## config.mk

```make
export PLATFORM = sky130hd
export DESIGN_NAME = video_frame_chunk_packetizer
export DESIGN_NICKNAME = d
export VERILOG_FILES = /design/src/rtl/core/vfcp_pkg.sv /design/src/rtl/core/vfcp_divider.sv /design/src/rtl/core/video_frame_chunk_packetizer.sv
export SDC_FILE = /design/constraint.sdc
export NUM_CORES = 2
export LEC_CHECK = 0
export ABC_AREA = 0
export BUFFER_PORTS_ARGS = -buffer_cell sky130_fd_sc_hd__buf_2
export CAP_MARGIN = 5
export CORE_UTILIZATION = 60
export CTS_CLUSTER_SIZE = 28
export DETAILED_ROUTE_END_ITERATION = 12
export PLACE_DENSITY = 0.8
export SYNTH_ARGS = -nofsm -noshare
export SYNTH_HDL_FRONTEND = slang
export SYNTH_SLANG_ARGS = --single-unit
```

## constraint.sdc

```tcl
create_clock -name aclk -period 7.8 [get_ports aclk]
set_input_delay 1.56 -clock aclk [delete_from_list [all_inputs] [get_ports aclk]]
set_output_delay 1.56 -clock aclk [all_outputs]
set_load 0.05 [all_outputs]
```

## src/rtl/core/vfcp_pkg.sv

```systemverilog
package vfcp_pkg;

    typedef struct packed {
        logic [7:0]  data_byte;
        logic        frame_start;
        logic        keyframe;
        logic [31:0] seq_no;
        logic [63:0] stamp_ns;
        logic [31:0] frame_width;
        logic [31:0] frame_height;
        logic [31:0] header_len;
        logic [31:0] payload_len;
    } vfcp_in_t;

    typedef struct packed {
        logic [7:0] out_byte;
        logic       is_header_byte;
        logic       last_of_chunk;
        logic       last_of_frame;
        logic [2:0] status;
        logic       end_of_item;
    } vfcp_out_t;

    localparam logic [2:0] ST_OK     = 3'd0;
    localparam logic [2:0] ST_EMPTY  = 3'd1;
    localparam logic [2:0] ST_OVER32 = 3'd2;
    localparam logic [2:0] ST_CHUNKS = 3'd3;
    localparam logic [2:0] ST_STRAY  = 3'd4;

    localparam int unsigned HDR_BYTES = 42;
    localparam int unsigned MAX_CHUNKS = 65535;

    // divider handshake
    typedef struct packed {
        logic        start;
        logic [31:0] dividend;
        logic [31:0] divisor;
    } vfcp_div_req_t;

    typedef struct packed {
        logic        done;
        logic [31:0] quotient;
    } vfcp_div_rsp_t;

endpackage

```

## src/rtl/core/vfcp_divider.sv

```systemverilog
module vfcp_divider (
    input  logic                   aclk,
    input  logic                   aresetn,
    input  vfcp_pkg::vfcp_div_req_t req,
    output vfcp_pkg::vfcp_div_rsp_t rsp
);
    import vfcp_pkg::*;

    logic [31:0] quo_reg, quo_next;
    logic [32:0] rem_reg, rem_next;
    logic [31:0] den_reg, den_next;
    logic [5:0]  cnt_reg, cnt_next;
    logic        busy_reg, busy_next;
    logic        done_reg, done_next;
    logic [32:0] trial;

    // one quotient bit per cycle, restoring
    always_comb begin
        quo_next  = quo_reg;
        rem_next  = rem_reg;
        den_next  = den_reg;
        cnt_next  = cnt_reg;
        busy_next = busy_reg;
        done_next = 1'b0;
        trial     = {rem_reg[31:0], quo_reg[31]};
        if (req.start) begin
            quo_next  = req.dividend;
            rem_next  = '0;
            den_next  = req.divisor;
            cnt_next  = 6'd32;
            busy_next = 1'b1;
        end else if (busy_reg) begin
            if (trial >= {1'b0, den_reg}) begin
                rem_next = trial - {1'b0, den_reg};
                quo_next = {quo_reg[30:0], 1'b1};
            end else begin
                rem_next = trial;
                quo_next = {quo_reg[30:0], 1'b0};
            end
            cnt_next = cnt_reg - 6'd1;
            if (cnt_reg == 6'd1) begin
                busy_next = 1'b0;
                done_next = 1'b1;
            end
        end
    end

    always_ff @(posedge aclk) begin
        quo_reg <= quo_next;
        rem_reg <= rem_next;
        den_reg <= den_next;
        if (!aresetn) begin
            cnt_reg  <= '0;
            busy_reg <= 1'b0;
            done_reg <= 1'b0;
        end else begin
            cnt_reg  <= cnt_next;
            busy_reg <= busy_next;
            done_reg <= done_next;
        end
    end

    assign rsp.done     = done_reg;
    assign rsp.quotient = quo_reg;

    // done pulses only after a run
    a_done_after_busy: assert property (@(posedge aclk) disable iff (!aresetn)
        done_reg |-> $past(busy_reg))
        else $error("divider done without run");
    a_start_busy: assert property (@(posedge aclk) disable iff (!aresetn)
        req.start |=> busy_reg)
        else $error("divider did not start");
    a_cnt_range: assert property (@(posedge aclk) disable iff (!aresetn)
        busy_reg |-> cnt_reg != 6'd0)
        else $error("divider count underflow");

endmodule

```

## src/rtl/core/video_frame_chunk_packetizer.sv

```systemverilog
// Video frame chunk packetizer. Bytes enter one at a time on s_; each accepted
// byte yields one result on m_, preceded by a 42-byte big-endian chunk header
// whenever it opens a chunk. A byte is accepted, then its result is loaded; a
// chunk-opening byte first sends its header bytes, one per cycle as m_ready
// allows. A frame_start byte first runs a bit-serial divider for the chunk
// count. Errors and stray bytes give a single status result. A result held
// back by m_ready stalls the block until it is taken.
module video_frame_chunk_packetizer #(
    parameter logic [31:0] DEFAULT_CHUNK_BYTES = 32'd1024
) (
    input  logic               aclk,
    input  logic               aresetn,
    input  logic               s_valid,
    output logic               s_ready,
    input  vfcp_pkg::vfcp_in_t  s_data,
    output logic               m_valid,
    input  logic               m_ready,
    output vfcp_pkg::vfcp_out_t m_data,
    input  logic               psel,
    input  logic               penable,
    input  logic               pwrite,
    input  logic [2:0]         paddr,
    input  logic [31:0]        pwdata,
    output logic [31:0]        prdata,
    output logic               pready
);
    import vfcp_pkg::*;

    localparam logic [2:0] ADDR_MAX_CHUNK = 3'd0;
    localparam logic [2:0] ADDR_MSG_TYPE  = 3'd4;

    typedef enum logic [2:0] {
        S_IDLE, S_DIV, S_HDR, S_DATA, S_ERR
    } state_t;

    state_t      state_reg;
    logic [31:0] max_chunk_reg;
    logic [7:0]  msg_type_reg;

    logic [7:0]  byte_reg;
    logic [31:0] seq_reg, width_reg, height_reg, hlen_reg, plen_reg;
    logic [63:0] ts_reg;
    logic        key_reg;
    logic [15:0] total_chunks_reg, chunk_num_reg;
    logic [31:0] offset_reg, left_reg, eff_reg, total_reg, len_reg;
    logic        open_reg;
    logic [5:0]  hidx_reg;
    logic [2:0]  err_reg;
    logic        mv_reg;
    vfcp_out_t   mo_reg;

    vfcp_div_req_t div_req;
    vfcp_div_rsp_t div_rsp;

    vfcp_divider u_div (
        .aclk    (aclk),
        .aresetn (aresetn),
        .req     (div_req),
        .rsp     (div_rsp)
    );

    // config port
    assign pready = 1'b1;
    always_comb begin
        unique case (paddr)
            ADDR_MAX_CHUNK: prdata = max_chunk_reg;
            ADDR_MSG_TYPE:  prdata = {24'd0, msg_type_reg};
            default:        prdata = '0;
        endcase
    end

    always_ff @(posedge aclk) begin
        if (!aresetn) begin
            max_chunk_reg <= '0;
            msg_type_reg  <= '0;
        end else if (psel && penable && pwrite) begin
            if (paddr == ADDR_MAX_CHUNK) max_chunk_reg <= pwdata;
            if (paddr == ADDR_MSG_TYPE)  msg_type_reg  <= pwdata[7:0];
        end
    end

    // frame planning from sampled metadata
    logic [32:0] sum_w;
    logic [31:0] eff_w, remain_w, len_w;
    logic [7:0]  flags_w, hbyte;
    logic [335:0] hdr_w;
    assign sum_w    = {1'b0, s_data.header_len} + {1'b0, s_data.payload_len};
    assign eff_w    = (max_chunk_reg != 32'd0) ? max_chunk_reg
                    : ((DEFAULT_CHUNK_BYTES != 32'd0) ? DEFAULT_CHUNK_BYTES : 32'd1);
    assign remain_w = total_reg - offset_reg;
    assign len_w    = (eff_reg < remain_w) ? eff_reg : remain_w;
    assign flags_w  = {5'd0, (chunk_num_reg + 16'd1) == total_chunks_reg,
                       chunk_num_reg == 16'd0, key_reg};
    assign hdr_w = {msg_type_reg, seq_reg, chunk_num_reg, total_chunks_reg, flags_w,
                    ts_reg, width_reg, height_reg, hlen_reg, plen_reg, offset_reg,
                    len_reg};
    // header byte select, first byte in the top bits
    assign hbyte = hdr_w[335 - 8*hidx_reg -: 8];

    assign s_ready = (state_reg == S_IDLE);
    assign m_valid = mv_reg;
    assign m_data  = mo_reg;

    logic s_fire, m_free, emit_w;
    assign s_fire = s_valid && s_ready;
    assign m_free = !mv_reg || m_ready;
    // a new result is loaded into the output register this cycle
    assign emit_w = m_free && (state_reg == S_ERR || state_reg == S_HDR
                               || state_reg == S_DATA);

    always_comb begin
        div_req.start    = s_fire && s_data.frame_start && sum_w != 33'd0 && !sum_w[32];
        div_req.dividend = sum_w[31:0] - 32'd1;
        div_req.divisor  = eff_w;
    end

    logic [31:0] quo1;
    assign quo1 = div_rsp.quotient;

    always_ff @(posedge aclk) begin
        if (!aresetn) begin
            state_reg <= S_IDLE;
            mv_reg    <= 1'b0;
            open_reg  <= 1'b0;
            seq_reg <= '0; ts_reg <= '0; width_reg <= '0; height_reg <= '0;
            key_reg <= 1'b0; hlen_reg <= '0; plen_reg <= '0;
            total_chunks_reg <= '0; chunk_num_reg <= '0; offset_reg <= '0;
            left_reg <= '0; eff_reg <= '0; total_reg <= '0;
            hidx_reg <= '0; err_reg <= '0;
        end else begin
            if (mv_reg && m_ready && !emit_w) mv_reg <= 1'b0;
            unique case (state_reg)
                S_IDLE: begin
                    if (s_fire) begin
                        byte_reg <= s_data.data_byte;
                        if (s_data.frame_start) begin
                            open_reg   <= 1'b0;
                            key_reg    <= s_data.keyframe;
                            seq_reg    <= s_data.seq_no;
                            ts_reg     <= s_data.stamp_ns;
                            width_reg  <= s_data.frame_width;
                            height_reg <= s_data.frame_height;
                            hlen_reg   <= s_data.header_len;
                            plen_reg   <= s_data.payload_len;
                            total_reg  <= sum_w[31:0];
                            eff_reg    <= eff_w;
                            if (sum_w == 33'd0) begin
                                err_reg <= ST_EMPTY; state_reg <= S_ERR;
                            end else if (sum_w[32]) begin
                                err_reg <= ST_OVER32; state_reg <= S_ERR;
                            end else begin
                                state_reg <= S_DIV;
                            end
                        end else if (!open_reg) begin
                            err_reg <= ST_STRAY; state_reg <= S_ERR;
                        end else if (left_reg == 32'd0) begin
                            len_reg <= len_w; hidx_reg <= '0; state_reg <= S_HDR;
                        end else begin
                            state_reg <= S_DATA;
                        end
                    end
                end
                S_DIV: begin
                    if (div_rsp.done) begin
                        if (quo1 >= MAX_CHUNKS) begin
                            err_reg <= ST_CHUNKS; state_reg <= S_ERR;
                        end else begin
                            total_chunks_reg <= quo1[15:0] + 16'd1;
                            chunk_num_reg <= '0; offset_reg <= '0; left_reg <= '0;
                            open_reg <= 1'b1;
                            len_reg  <= (eff_reg < total_reg) ? eff_reg : total_reg;
                            hidx_reg <= '0;
                            state_reg <= S_HDR;
                        end
                    end
                end
                S_ERR: begin
                    if (m_free) begin
                        mv_reg <= 1'b1;
                        mo_reg <= '{out_byte: 8'd0, is_header_byte: 1'b0,
                                    last_of_chunk: 1'b0, last_of_frame: 1'b0,
                                    status: err_reg, end_of_item: 1'b1};
                        state_reg <= S_IDLE;
                    end
                end
                S_HDR: begin
                    if (m_free) begin
                        mv_reg <= 1'b1;
                        mo_reg <= '{out_byte: hbyte, is_header_byte: 1'b1,
                                    last_of_chunk: 1'b0, last_of_frame: 1'b0,
                                    status: ST_OK, end_of_item: 1'b0};
                        if (hidx_reg == 6'(HDR_BYTES - 1)) begin
                            left_reg  <= len_reg;
                            state_reg <= S_DATA;
                        end
                        hidx_reg <= hidx_reg + 6'd1;
                    end
                end
                S_DATA: begin
                    if (m_free) begin
                        mv_reg <= 1'b1;
                        mo_reg <= '{out_byte: byte_reg, is_header_byte: 1'b0,
                                    last_of_chunk: left_reg == 32'd1,
                                    last_of_frame: (offset_reg + 32'd1) == total_reg,
                                    status: ST_OK, end_of_item: 1'b1};
                        left_reg   <= left_reg - 32'd1;
                        offset_reg <= offset_reg + 32'd1;
                        if (left_reg == 32'd1) chunk_num_reg <= chunk_num_reg + 16'd1;
                        if ((offset_reg + 32'd1) == total_reg) open_reg <= 1'b0;
                        state_reg <= S_IDLE;
                    end
                end
                default: state_reg <= S_IDLE;
            endcase
        end
    end

    a_no_accept_busy: assert property (@(posedge aclk) disable iff (!aresetn)
        (state_reg != S_IDLE) |-> !s_ready)
        else $error("accepted while busy");
    a_hdr_then_data: assert property (@(posedge aclk) disable iff (!aresetn)
        (state_reg == S_HDR && m_free && hidx_reg == 6'(HDR_BYTES - 1)) |=>
        state_reg == S_DATA)
        else $error("header not followed by data");
    a_err_status: assert property (@(posedge aclk) disable iff (!aresetn)
        (mv_reg && mo_reg.status != ST_OK) |-> mo_reg.end_of_item && mo_reg.out_byte == 8'd0)
        else $error("bad error result");

endmodule

```

**Yosys cells after proc, flatten, opt, wreduce, memory -nomap -nowiden**

Cells that the tools add are included.

- Logic and storage cells: 204
- Output and inout port bits: 50
- Flip-flop bits (word level): 598
- Bits of input ports: 276

- Reduce and logical (&&, ||, !) cells: 47
- Mux-type cells: 76
- Bitwise logic cells: 3
- Shift operators: 1
- Equal/unequal tests: 27
- Order comparisons: 4
- Add/sub/neg operators: 11

Operator list:

| cell | number |
|---|---|
| $mux W32 | 18 |
| $shiftx A343 B33 Y8 | 1 |
| $pmux W32 S2 | 3 |
| $pmux W32 S3 | 1 |
| $lt A32 B32 Y1 | 2 |
| $mux W16 | 4 |
| $sub A32 B1 Y32 const B | 2 |
| $sub A32 B32 Y32 | 2 |
| $mux W6 | 9 |
| $mux W3 | 17 |
| $mux W15 | 3 |
| $pmux W15 S3 | 1 |
| $add A32 B32 Y33 | 1 |
| $ge A33 B32 Y1 | 1 |
| $logic_not A33 Y1 | 1 |
| $reduce_bool A33 Y1 | 1 |
| $add A16 B1 Y16 const B | 2 |
| $add A32 B1 Y32 const B | 1 |
| $eq A32 B1 Y1 const B | 1 |
| $eq A32 B32 Y1 | 1 |
| $ge A32 B16 Y1 const B | 1 |
| $logic_not A32 Y1 | 1 |
| $pmux W16 S2 | 1 |
| $reduce_bool A32 Y1 | 1 |
| 35 further kinds | 93 |

**Longest topological paths before layout**

- Word-level depth: 9
- Depth in mapped cells: 25
- Mapped depth without buffers: 24

**By module**

Synthesis repeated with hierarchy kept, for this count alone.

- Cells, all modules: 4,402
- Area total of the unflattened synthesis: 36,173.4 um^2

By module, submodules not included:

| module | times used | seq. area each (um^2) | area an instance (um^2) | cells an instance |
|---|---|---|---|---|
| video_frame_chunk_packetizer | 1 | 10,440.0 | 30,062.6 | 3,784 |
| vfcp_divider | 1 | 2,722.6 | 6,110.9 | 618 |

**Least setup slack after synthesis**

No wires, ideal clock.

- Path kind: input-to-reg
- Start: in aresetn
- End: reg len_reg[0], enable pin
- Setup slack: 1.838 ns
- Required time: 7.287 ns
- Stages on the path: 4
- Setup time: 0.513 ns
- Arrival: 5.449 ns
- Buffers on the path: 2
- Cell sequence: clkbuf_1 inv_2 clkbuf_1 nor4b_1

- Longest elaborated chain between the ends: 1

RTL lines:

| element | RTL line | source |
|---|---|---|
| start: declaration | video_frame_chunk_packetizer.sv:12 | `input logic aresetn,` |
| $reduce_and A8 Y1 (no line) | n/a |  |
| end signal: assignment | video_frame_chunk_packetizer.sv:171 | `len_reg <= (eff_reg < total_reg) ? eff_reg : total_reg;` |
| end: declaration | video_frame_chunk_packetizer.sv:45 | `logic [31:0] offset_reg, left_reg, eff_reg, total_reg, len_reg;` |

No other way between the ends.
A chain may end at the register's enable or synchronous reset.

**Final worst setup path**

- Start: reg offset_reg[8]
- End: reg len_reg[18] (data pin)

- Longest elaborated chain between the ends: 8

RTL lines:

| element | RTL line | source |
|---|---|---|
| start: declaration | video_frame_chunk_packetizer.sv:45 |  |
| start signal: assignment | video_frame_chunk_packetizer.sv:207 | `offset_reg <= offset_reg + 32'd1;` |
| $sub A32 B32 Y32 (*) | video_frame_chunk_packetizer.sv:90 | `assign remain_w = total_reg - offset_reg;` |
| $lt A32 B32 Y1 | video_frame_chunk_packetizer.sv:91 | `assign len_w = (eff_reg < remain_w) ? eff_reg : remain_w;` |
| $mux W32 (*) | video_frame_chunk_packetizer.sv:91 |  |
| $mux W32 (*) | video_frame_chunk_packetizer.sv:156 | `end else if (left_reg == 32'd0) begin` |
| $mux W32 (*) | video_frame_chunk_packetizer.sv:154 | `end else if (!open_reg) begin` |
| $mux W32 (*) | video_frame_chunk_packetizer.sv:136 | `if (s_data.frame_start) begin` |
| $mux W32 (*) | video_frame_chunk_packetizer.sv:134 | `if (s_fire) begin` |
| $pmux W32 S2 (*) | video_frame_chunk_packetizer.sv:132 | `unique case (state_reg)` |

Every way passes the cells marked *; elsewhere a longest branch is shown, timed or not. The select of a mux whose other input is x is not followed.

==> flow_results.org <==
** Pwr
- Worst vdd ir :: 0.000326 V
- Net switching share of the total power :: 32.1%
- Reported net switching power :: 2950 µW
- Sequential cell fraction of total power :: 38.7%
- Ratio of total power to cell area :: 234 nW/µm²
- Cell internal power was estimated by the tool at 6240 µW.
- Clock share of power :: 34.5%
- For this design the static power due to leakage is 0.0149 µW.
- Combinational logic is responsible for 26.8% of the overall power.

** Floorplanning
- Pin placement for this block handled 326 I/O pins.
- From left edge to right edge, the die measures 244 µm.
- The floorplan step defined a die boundary enclosing 59600 µm².
- Initial Util :: 60.9%
- The die is 244 µm tall.
- The core region is 57800 µm².
- Row Count :: 88

** Synthesis
- The biggest area contributor in the post-synthesis netlist is sky130_fd_sc_hd__dfxtp_1.
- Counting flops and latches in the post-synthesis netlist gives 598.
- Of the total synthesized cell area, the portion taken by XOR and XNOR cells is 5.33%.
- Summing the areas of all compound-gate instances in the mapped netlist gives 18.6% of the synthesized area.
- Share of synthesized cell area in full adder, half adder and majority cells :: 6.22%
- In this run, distinct cell masters in the synthesized netlist total 96.
- Cells taking the most area after synthesis :: sky130_fd_sc_hd__dfxtp_1, sky130_fd_sc_hd__edfxtp_1, sky130_fd_sc_hd__nand2_1, sky130_fd_sc_hd__a21oi_1, sky130_fd_sc_hd__ha_1
- By area, the combinational part of the netlist is dominated by simple AND/OR/NAND/NOR gates.
- Number of flops mapped to enable cells by yosys :: 119
- In the synthesized netlist, the cells that appear most often are sky130_fd_sc_hd__nand2_1, sky130_fd_sc_hd__a21oi_1, sky130_fd_sc_hd__dfxtp_1, sky130_fd_sc_hd__nor2_1, sky130_fd_sc_hd__clkbuf_1.
- For this run, asynchronously set or reset flops after synthesis account for 0%.
- Post-synthesis net count :: 4698
- In the synthesized netlist, the number of instances is 4249.
- The mapped netlist covers 35200 µm².
- A synthesized cell averages 8.28 µm².
- Area share of and/or/nand/nor cells after synthesis :: 20.3%
- Of the post-synthesis cell area, the part taken by muxes is 7.45%.
- Share of the yosys chip area belonging to registers :: 37.4%
- Number of synthesis warnings :: 0
- For this run, the leading register cell type out of synthesis is sky130_fd_sc_hd__dfxtp_1.
- Most common cell in the netlist :: sky130_fd_sc_hd__nand2_1
- Post-synth top area share :: 27.3%

** Global routing
- Most congested layer reported by global routing :: met2
- Met3 capacity usage during global routing :: 5.58%
- The total overflow left after global routing is 0.
- Largest net degree at the start of global routing :: 227
- Global-route wire length before repair :: 164000 µm
- Number of global-route vias before repair :: 28789
- Global routing used 53.5% of the available met2 tracks.
- GRT Total Usage :: 35.1%
- Met1 layer usage reported by global route :: 48.7%
- Initial antenna violation count :: 17

** Clocking
- Number of clock sinks :: 598
- Number of gates given a new drive strength after cts :: 0
- Number of buffers on the longest clock path :: 3
- Count of hold-fix buffers inserted at cts :: 0
- # H-tree levels :: 2
- Setup repair bufs after CTS :: 0
- CTS tree :: done
- Clk root buf :: sky130_fd_sc_hd__clkbuf_16
- Clock-pin slew was measured on the worst setup and hold paths at 0.06 ns.
- CTS Buf Count :: 61
- Source-to-sink clock delay at the later pin of the worst-skew pair :: 0.66 ns

** Place
- Dpl cells :: 5087
- Port bufs :: 324
- DP HPWL :: 80000 µm
- Final estimated routing congestion in global placement :: 0.979

** Route
- Count of routing violations after the opening detailed-route iteration :: 4020
- DRC Markers :: 0
- Antenna violation net count after detailed routing :: 0
- Dividing the detail-routed via count by the number of cells gives 6.24.
- Detailed Route WL :: 109000 µm
- Across all layers, the routed design uses 32570 vias.
- Drt first pass iters :: 6
- WL/cell :: 20.9 µm

** Outcome
- Run status :: completed

** Final layout
- Post-Layout Cell Count :: 5218
- After the last flow step, the layout net total stands at 4834.
- The area growth from synthesis to layout is 11.5%.
- The register with the most flip-flops in the layout has 64 of them.
- Fraction of layout instances using a drive strength above 1 :: 13.9%

** Setup path
- Together, buffers and inverters on the worst path number 1.
- Max Fanout on Critical Path :: 27
- For this run, the slowest stage of the critical path takes 0.86 ns.
- CP endpoint kind :: flip-flop
- The largest individual stage delay along the critical path comes from the cell sky130_fd_sc_hd__nand2b_1.
- Traced cell by cell, the critical path runs through inv_1, ha_1, and3_1, and3_1, a41oi_1, nand3_1, a41oi_1, o21ai_0, and2_1, o2111ai_1, nand2_1, xnor2_1, ha_1, a21o_1, a21o_1, a21oi_1, o21ai_0, a221oi_1, nand2b_1, nor2_1, a221o_1.
- Data on the critical path arrives at its endpoint at 6.41 ns.
- The critical path is of the reg2reg type.
- Critical path's top delay family :: compound AO/OA/AOI/OAI gates
- Setup slack on the worst reg-to-reg path comes out at 1.79 ns.
- Required time at the worst-slack endpoint :: 8.19 ns
- STA classifies the critical path startpoint as a flip-flop.

** Timing
- Adding up every negative setup slack in the final design gives 0 ns.
- The routed design could run at a clock period as short as 6.01 ns.
- Measured slew at the worst slew-check pin :: 1.20 ns
- RSZ-0062 raised after global routing :: no
- Final hold vios :: 0
- For the final database, setup skew stands at 0.0385 ns.
- Number of pins with negative max-slew slack in the final report :: 0
- Relative max-transition margin :: 19.9%
- Fraction of the cycle the final worst path needs :: 77.1%
- Setup violations remaining at the end of the flow were counted as 0.
- Derived from the worst setup path, the maximum achievable clock frequency is 0.166 GHz.

** Worst hold path
- The worst hold path belongs to the class reg2reg.

** Job
- The tool flagged a number of max-cap violations equal to 0.
## power groups by stage
| stage | Combinational (µW) | Sequential (µW) | Clock [µW] |
|---|---|---|---|
| after floorplan | 1840 | 3550 | 0 |
| after global placement | 2360 | 3600 | 0 |
| after detailed placement | 2410 | 3610 | 0 |
| after CTS | 2430 | 3550 | 3180 |
| after global routing | 2700 | 3570 | 3310 |
| final | 2470 | 3560 | 3170 |
## path summary, 6_finish.rpt
kind,cells after the start,endpoint,start
min reg2reg,2,height_reg[3],height_reg[3]
min,2,height_reg[3],height_reg[3]
max reg2reg,21,len_reg[18],offset_reg[8]
max,21,len_reg[18],offset_reg[8]
## cell families after synthesis
| logic type | Yosys count |
|---|---|
| other cells | 1 |
| buf+inv | 435 |
| xor+xnor | 214 |
| fa+ha+maj | 173 |
| compound gates | 1070 |
| mux | 150 |
| simple gates | 1608 |
| flops | 598 |
## layout make-up
cell class,instances,area (µm²)
Multi-Input combinational cell,3216,20400
Fill cell,4656,18600
Sequential cell,598,13200
Timing Repair Buffer,356,1890
Clock buffer,94,1850
Tap cell,765,957
Inverter,152,578
Clock inverter,21,344
Antenna cell,16,40.0
## tightest hold or removal path, stage by stage (launching register included)
cell	delay [ns]
sky130_fd_sc_hd__dfxtp_1	0.31
sky130_fd_sc_hd__nand2_1	0.05
sky130_fd_sc_hd__a21oi_1	0.05
## stage by stage
| step | utilization [%] | hold WS, ns | cell area (µm²) | power (µW) | setup slack, ns |
|---|---|---|---|---|---|
| 3_5_place_dp | 64.0 | 0.444 | 37000 | 6020 | 1.43 |
| 2_1_floorplan | - | 0.419 | 35200 | 5390 | 1.84 |
| 5_1_grt | 67.9 | 0.467 | 39200 | 9580 | 1.28 |
| 6_report | 67.9 | 0.451 | 39200 | 9190 | 1.79 |
| 3_3_place_gp | 64.0 | 0.439 | 37000 | 5960 | 1.52 |
| 4_1_cts | 67.8 | 0.453 | 39200 | 9160 | 1.89 |
## metal layers
metal | wire (µm) | share of wire, % | up-vias
li1 | - | - | 15271
met1 | 44500 | 41 | 15343
met2 | 48400 | 44 | 1646
met3 | 10400 | 9.5 | 306
met4 | 5730 | 5.2 | 4
met5 | 20 | 0.018 | -
## cells in the final DEF (no fill, tap or decap), drive strengths merged, types with 26 or more instances in the layout
master	instances
nor3	100
buf	356
edfxtp	119
a22oi	26
and2	51
mux4	89
nor2b	28
o21ai	182
nor4	42
nand3	72
and3	26
a21oi	526
a21o	62
xor2	78
dfxtp	479
a211oi	71
clkbuf	94
or3	29
ha	170
nor2	275
o21a	31
nand2	852
nand4	40
mux2i	56
xnor2	136
nand2b	33
inv	152
No activity file was read; power rests on OpenSTA's default activity.
